`src/multiset_intersection_engine_top_macros.svh`:
```
// ----------------------------------------------------------------------------
// Multiset intersection engine assertion macros
// Concurrent assertion helpers shared by the engine's top level.
// ----------------------------------------------------------------------------
`ifndef MULTISET_INTERSECTION_ENGINE_TOP_MACROS_SVH
`define MULTISET_INTERSECTION_ENGINE_TOP_MACROS_SVH

`ifndef SYNTHESIS

`define MIE_ASSERT_SAME(lbl, clk, rst, ante, cons, msg) \
   lbl: assert property (@(posedge clk) disable iff (rst) (ante) |-> (cons)) else $error(msg);

`define MIE_ASSERT_NEXT(lbl, clk, rst, ante, cons, msg) \
   lbl: assert property (@(posedge clk) disable iff (rst) (ante) |=> (cons)) else $error(msg);

`else

`define MIE_ASSERT_SAME(lbl, clk, rst, ante, cons, msg)

`define MIE_ASSERT_NEXT(lbl, clk, rst, ante, cons, msg)

`endif

`endif

```
`src/mie_pkg.sv`:
```
// ----------------------------------------------------------------------------
// Multiset intersection engine package
// Sizes, codes, table entry type, control interface types and helpers.
// ----------------------------------------------------------------------------
`timescale 1ns / 1ps

package mie_pkg;

   localparam int TABLE_DEPTH = 64;
   localparam int COUNT_WIDTH = 16;
   localparam int VALUE_WIDTH = 32;

   localparam int IDX_W = $clog2(TABLE_DEPTH);
   localparam int POS_W = $clog2(TABLE_DEPTH + 1);

   localparam logic [COUNT_WIDTH-1:0] CNT_MAX = '1;

   typedef enum logic [1:0] {
      OP_LOAD_A = 2'd0,
      OP_LOAD_B = 2'd1,
      OP_DRAIN  = 2'd2,
      OP_CLEAR  = 2'd3
   } op_type;

   typedef enum logic [1:0] {
      RS_ACCEPTED = 2'd0,
      RS_FULL     = 2'd1,
      RS_GIVEN    = 2'd2,
      RS_EMPTY    = 2'd3
   } rsp_status_type;

   typedef struct packed {
      logic [VALUE_WIDTH-1:0] key;
      logic [COUNT_WIDTH-1:0] cnt_b;
      logic [COUNT_WIDTH-1:0] cnt_a;
   } entry_type;

   typedef struct packed {
      logic           accept;
      logic           scan_init;
      logic           scan_from_cursor;
      logic           scan_next;
      logic           rd_en;
      logic           rd_cursor;
      logic           insert;
      logic           upd_a;
      logic           upd_b;
      logic           cur_adv;
      logic           emit;
      logic           clear;
      logic           res_set;
      rsp_status_type res_status;
      logic           res_last;
      logic           out_load;
   } ctrl_cmd_type;

   typedef struct packed {
      op_type op;
      logic   scan_end;
      logic   match;
      logic   cursor_end;
      logic   drained;
      logic   more;
      logic   tail_hit;
      logic   full;
      logic   out_free;
   } ctrl_stat_type;

   function automatic logic [VALUE_WIDTH-1:0] make_key(input logic [31:0] v);
      logic signed [63:0] wide;
      wide = 64'(signed'(v));
      return wide[VALUE_WIDTH-1:0];
   endfunction

   function automatic logic [31:0] key_to_value(input logic [VALUE_WIDTH-1:0] k);
      logic signed [63:0] wide;
      wide = 64'(signed'(k));
      return wide[31:0];
   endfunction

   function automatic logic [COUNT_WIDTH-1:0] sat_inc(input logic [COUNT_WIDTH-1:0] c);
      return (c == CNT_MAX) ? c : c + 1'b1;
   endfunction

   function automatic logic [COUNT_WIDTH-1:0] overlap(input entry_type e);
      return (e.cnt_a < e.cnt_b) ? e.cnt_a : e.cnt_b;
   endfunction

endpackage

```
`src/mie_ctrl.sv`:
```
// ----------------------------------------------------------------------------
// Multiset intersection engine controller
// Sequences key searches, drain steps, table clears and result hand-off for one beat.
// ----------------------------------------------------------------------------
`timescale 1ns / 1ps

module mie_ctrl
   import mie_pkg::*;
(
   input  logic          clock,
   input  logic          reset,
   input  logic          req_valid,
   output logic          req_ready,
   input  ctrl_stat_type stat,
   output ctrl_cmd_type  cmd
);

   typedef enum logic [8:0] {
      S_IDLE     = 9'b000000001,
      S_START    = 9'b000000010,
      S_LOOK_RD  = 9'b000000100,
      S_LOOK_CHK = 9'b000001000,
      S_SEEK_RD  = 9'b000010000,
      S_SEEK_CHK = 9'b000100000,
      S_TAIL_RD  = 9'b001000000,
      S_TAIL_CHK = 9'b010000000,
      S_FINISH   = 9'b100000000
   } state_type;

   state_type state_ff;
   state_type state_in;

   assign req_ready = (state_ff == S_IDLE);

   always_comb begin
      state_in = state_ff;
      cmd      = '0;
      unique case (state_ff)
         S_IDLE: begin
            if (req_valid) begin
               cmd.accept = 1'b1;
               state_in   = S_START;
            end
         end
         S_START: begin
            unique case (stat.op)
               OP_LOAD_A, OP_LOAD_B: begin
                  cmd.scan_init = 1'b1;
                  state_in      = S_LOOK_RD;
               end
               OP_DRAIN: begin
                  state_in = S_SEEK_RD;
               end
               OP_CLEAR: begin
                  cmd.clear      = 1'b1;
                  cmd.res_set    = 1'b1;
                  cmd.res_status = RS_ACCEPTED;
                  state_in       = S_FINISH;
               end
               default: begin
                  state_in = S_IDLE;
               end
            endcase
         end
         S_LOOK_RD: begin
            if (stat.scan_end) begin
               cmd.res_set = 1'b1;
               if (stat.op == OP_LOAD_A && stat.full) begin
                  cmd.res_status = RS_FULL;
               end else begin
                  cmd.res_status = RS_ACCEPTED;
                  cmd.insert     = (stat.op == OP_LOAD_A);
               end
               state_in = S_FINISH;
            end else begin
               cmd.rd_en = 1'b1;
               state_in  = S_LOOK_CHK;
            end
         end
         S_LOOK_CHK: begin
            if (stat.match) begin
               cmd.upd_a      = (stat.op == OP_LOAD_A);
               cmd.upd_b      = (stat.op == OP_LOAD_B);
               cmd.res_set    = 1'b1;
               cmd.res_status = RS_ACCEPTED;
               state_in       = S_FINISH;
            end else begin
               cmd.scan_next = 1'b1;
               state_in      = S_LOOK_RD;
            end
         end
         S_SEEK_RD: begin
            if (stat.cursor_end) begin
               cmd.res_set    = 1'b1;
               cmd.res_status = RS_EMPTY;
               state_in       = S_FINISH;
            end else begin
               cmd.rd_en     = 1'b1;
               cmd.rd_cursor = 1'b1;
               state_in      = S_SEEK_CHK;
            end
         end
         S_SEEK_CHK: begin
            if (stat.drained) begin
               cmd.cur_adv = 1'b1;
               state_in    = S_SEEK_RD;
            end else begin
               cmd.emit       = 1'b1;
               cmd.res_set    = 1'b1;
               cmd.res_status = RS_GIVEN;
               if (stat.more) begin
                  cmd.res_last = 1'b0;
                  state_in     = S_FINISH;
               end else begin
                  cmd.res_last         = 1'b1;
                  cmd.scan_from_cursor = 1'b1;
                  state_in             = S_TAIL_RD;
               end
            end
         end
         S_TAIL_RD: begin
            if (stat.scan_end) begin
               state_in = S_FINISH;
            end else begin
               cmd.rd_en = 1'b1;
               state_in  = S_TAIL_CHK;
            end
         end
         S_TAIL_CHK: begin
            if (stat.tail_hit) begin
               cmd.res_set    = 1'b1;
               cmd.res_status = RS_GIVEN;
               cmd.res_last   = 1'b0;
               state_in       = S_FINISH;
            end else begin
               cmd.scan_next = 1'b1;
               state_in      = S_TAIL_RD;
            end
         end
         S_FINISH: begin
            if (stat.out_free) begin
               cmd.out_load = 1'b1;
               state_in     = S_IDLE;
            end
         end
         default: begin
            state_in = S_IDLE;
         end
      endcase
   end

   always_ff @(posedge clock) begin
      if (reset) begin
         state_ff <= S_IDLE;
      end else begin
         state_ff <= state_in;
      end
   end

endmodule

```
`config.mk`:
```
export PLATFORM = sky130hd
export DESIGN_NAME = mie_ctrl
export DESIGN_NICKNAME = d
export VERILOG_FILES = /design/src/multiset_intersection_engine_top_macros.svh /design/src/mie_pkg.sv /design/src/mie_ctrl.sv
export SDC_FILE = /design/constraint.sdc
export NUM_CORES = 1
export LEC_CHECK = 0
export BUFFER_PORTS_ARGS = -buffer_cell sky130_fd_sc_hd__buf_2
export CAP_MARGIN = 20
export CORE_MARGIN = 4
export CORE_UTILIZATION = 44
export CTS_BUF_LIST = sky130_fd_sc_hd__clkbuf_4
export CTS_CLUSTER_SIZE = 28
export DETAILED_ROUTE_END_ITERATION = 12
export GPL_TIMING_DRIVEN = 0
export PLACE_DENSITY_LB_ADDON = 0.12
export SYNTH_ARGS = -nofsm -noshare
export SYNTH_HDL_FRONTEND = slang
export SYNTH_SLANG_ARGS = --single-unit
```
`constraint.sdc`:
```
create_clock -name clock -period 2.5 [get_ports clock]
set_clock_uncertainty 0.1 [all_clocks]
set_input_delay 0.75 -clock clock [delete_from_list [all_inputs] [get_ports clock]]
set_output_delay 0.75 -clock clock [all_outputs]
set_load 0.05 [all_outputs]
```
# Yosys cells after proc, flatten, opt, wreduce, memory -nomap -nowiden
# Index checks and enable logic that the tools add are counted.
# Widths: inputs -> output; s select.
# classes
n_eq_ne	14
n_reduce_logical	5
mux	45
# op_table
operator	n
$mux 9	9
$pmux 9 s9	1
$pmux 9 s3	1
$mux 1	20
$pmux 3 s6	1
$mux 4	3
$eq 9x1->1 const B	1
$eq 9x2->1 const B	1
$eq 9x3->1 const B	1
$eq 9x4->1 const B	1
$eq 9x5->1 const B	1
$eq 9x6->1 const B	1
$eq 9x7->1 const B	1
$eq 9x8->1 const B	1
$eq 9x9->1 const B	1
$mux 3	3
$mux 2	4
$pmux 1 s2	3
$eq 2x2->1 const B	2
$ne 2x2->1 const B	2
$reduce_or 2->1	2
$eq 2x1->1 const B	1
$logic_not 2->1	1
$reduce_and 2->1	1
$logic_and 1x1->1	1
# word_totals
register_bits	9
word_cells	65

# Logic depth before layout (Yosys ltp)
# logic_depth
word_depth	5
depth_mapped	7
ltp_nobuf	5

# Worst setup path before layout
# No wires, ideal clock.
# synth_path
path_kind	flip-flop to output port
from	register state_ff[7]
to	output cmd[14] (netlist bit)
path_buffers	2
t_arrival_ps	2364
path_stages_with_launch	8
required_time_ps	1650
slack_ps	-714
path_cell_list	dfxtp_1 -> buf_6 -> or4_4 -> or4_4 -> clkinv_2 -> nand2b_1 -> inv_1 -> buf_4
# synth_lines
element	line	rtl
start, declared	mie_ctrl.sv:30	state_type state_ff;
start signal, assigned	mie_ctrl.sv:156	state_ff <= state_in;
end, declared	mie_ctrl.sv:15	output ctrl_cmd_type cmd

==> impl_metrics.tcl <==
set metrics [dict create \
    drc_errors 0 \
    final_cells 164 \
    grt_pass1_vias 966 \
    fillers 78 \
    rows 14 \
    critPathMaxStageDelay_ns 0.56 \
    ioPinCount 31 \
    fp.dieW_um 48.72 \
    p_leak_uw 0.0006295 \
    cts_made_buffers 3 \
    highest_layer "met4" \
    worst_ep_arrival_time_ns 2.14 \
    maxCapViolCount 0 \
    final_layout_size_suffix_gt1_frac 0.6149 \
    crit_required_ns 1.65 \
    cts_tree "done" \
    status "finished, violations left" \
    finalPower_uw 447.6 \
    vias 1038 \
    tightest_slew_ns 0.5542 \
    synth_cell_type_count 37 \
    syn_area_um2 729.5 \
    cp_common_cell "buf_8" \
    worst_setup_path_start_kind "register" \
    antenna_left 0 \
    path_depth 7 \
    hold_depth 2 \
    final_common_cell "buf_4" \
    synth_fa_ha_area_frac 0 \
    synth-xor-area-share 0.02401 \
    violations "negative setup slack" \
    largest_reg_flops 9 \
    top_regs "state_ff: 9 flops" \
    dpl_cell_area_um2 959.7 \
    largest_register "state_ff" \
    end_kind "output port" \
    hold_viol_final 0 \
    synthSimpleGateAreaFrac 0.4717 \
    fmax_mhz 334.5 \
    pre_cts_slack_ns -0.4037 \
    path_cells "or3_4, or4_4, clkinv_8, nand2b_4, clkinvlp_4, buf_8, buf_8" \
    min_path_type "register to register" \
    synth_compound_area_frac 0.1681 \
    layout_setup_ws_ns -0.4897 \
    antenna_cells 0 \
    htree_levels 1 \
    timing_max_transition_violations_final 0 \
    die_height_um 48.72 \
    clk_pin_slew_ns 0.07 \
    dieArea_mm2 0.002373 \
    irDropWorstVdd_mv 0.3352 \
    dpl.hpwl_mm 1.662 \
    cp_num_buf_inv 4 \
    grt_overflow 0 \
    yosysWarningCount 0 \
    drt_iter0_drc 39 \
    dp.cells 143 \
    nets 162 \
    insertion_delay_ns 0.27 \
    wl_met2_mm 1.701 \
    clock-sinks 9 \
    drt_wl_total_mm 3.303 \
    grt_start_max_net_pins 10 \
    grt_pass1_wl_mm 4.367 \
    worstSetupPathType "register to output port" \
    maxSlewHeadroom 0.6254 \
    rsz0062_at_grt "yes" \
    met1Wirelength_mm 1.087 \
    setup_viol 15 \
    antenna_found_initial 0 \
    power.density_mw_per_mm2 329.1 \
    syn-instance-count 98 \
    cts-root-buf "clkbuf_4" \
    synth_flop_cell "dfxtp_1" \
    ys_async_sr_fraction 0 \
    grt_usage 0.2248 \
    min_period_over_period 1.196 \
    vias_per_cell 6.329 \
    gp_congestion 0.8321 \
    area_delta_synth_final_pct 86.45 \
    routedWlPerCell_um 20.14 \
    muxShareOfSynthArea 0 \
    io_buffers 29 \
    synth_fp_nets 111 \
    wl_met3_um 337 \
    crit_family "simple AND/OR/NAND/NOR gates" \
    synth_edf_count 0 \
    drtPass1Iterations 5 \
    synth-seq-cells 9 \
    cts_buffer_depth 2 \
    reg2reg_depth 9 \
    layout_common_cells "17 x buf_4, 14 x buf_2, 13 x buf_6" \
    cts_hold_buf 0 \
    synth_top_family_by_area "simple AND/OR/NAND/NOR gates" \
    initial_core_util 0.4732 \
    core_area_mm2 0.001541 \
    syn_area_per_cell_um2 7.443 \
    seq_area_frac_synth 0.2470 \
    critPathMaxFanout 9 \
    slowest_stage "or4_4" \
    period_minus_slack_ns 2.990 \
    postLayoutCellArea_mm2 0.001360 \
]
## layer usage
layer | global-route usage | up-vias
met4 | 0.05381 | 0
met3 | 0.05215 | 23
met1 | 0.2495 | 473
met2 | 0.4217 | 81
met5 | 0 | -
li1 | - | 461
## worst reg2reg max path, delay by kind of cell (launching register included)
family	cells	cell delay, ns
AND/OR/NAND/NOR	2	0.80
buffers and inverters	5	0.68
flip-flops	1	0.35
AO/OA/AOI/OAI	2	0.25
## kinds of logic (layout without fill, tap and decap cells)
group / Yosys count / count (layout)
and+or+nand+nor: 57 / 57
buffers and inverters: 14 / 64
AOI/OAI and AO/OA: 16 / 16
xor gates and xnor gates: 2 / 2
DFF: 9 / 9
## cell type report
type / count / area (µm²) / area share
timing repair buffer: 50 / 439.2 / 0.3229
sequential: 9 / 200.2 / 0.1472
multi-input combinational: 75 / 605.6 / 0.4453
buffer: 2 / 18.77 / 0.01380
tap: 16 / 20.02 / 0.01472
clock buffer: 4 / 30.03 / 0.02208
inverter: 8 / 46.29 / 0.03404
## metrics by stage
stage / setup TNS, ns / utilization / hold WS [ns]
6_report: -4.197 / 0.8823 / 0.4960
5_1_grt: -5.341 / 0.8823 / 0.5407
3_3_place_gp: -2.027 / 0.6226 / 0.5635
2_1_floorplan: -1.119 / - / 0.5095
4_1_cts: -4.007 / 0.8052 / 0.5467
3_5_place_dp: -2.297 / 0.6226 / 0.5702
## report_power, final
group | total (µW) | internal (µW) | switching [µW] | leakage [µW]
Combinational | 162 | 74.6 | 86.9 | 0.000534
Sequential | 155 | 146 | 9.45 | 0.0000773
Clock | 131 | 72.7 | 58.4 | 0.0000184
Total | 448 | 293 | 155 | 0.000630
## cell usage after synthesis, types with 3 or more instances
cell type  number  share of area
a21oi_1         3          0.021
and2_1          3          0.026
and3_1          3          0.026
clkbuf_1        3          0.015
dfxtp_1         9           0.25
inv_1           7          0.036
nand2_1         4          0.021
nand2b_1        3          0.026
nand4_1         3          0.026
nor2_1         12          0.062
nor3_1          6          0.041
nor3b_1         4          0.041
nor4b_1         3          0.036
o21ai_0         4          0.027
## timing repair
| action | 4_1_cts | 5_1_grt |
|---|---|---|
| setup endpoints to repair | 18 | 17 |
| pin swaps | 10 | 8 |
| gates resized for setup | 52 | 18 |
| buffers inserted | 12 | 10 |
## final timing paths
kind                             startpoint     endpoint  slack, ns
worst max-delay path            state_ff[3]      cmd[14]      -0.49
worst min-delay path            state_ff[5]  state_ff[4]       0.50
worst max register to register  state_ff[7]  state_ff[8]       0.25
worst min register to register  state_ff[5]  state_ff[4]       0.50
No activity file was read; power rests on OpenSTA's default activity.
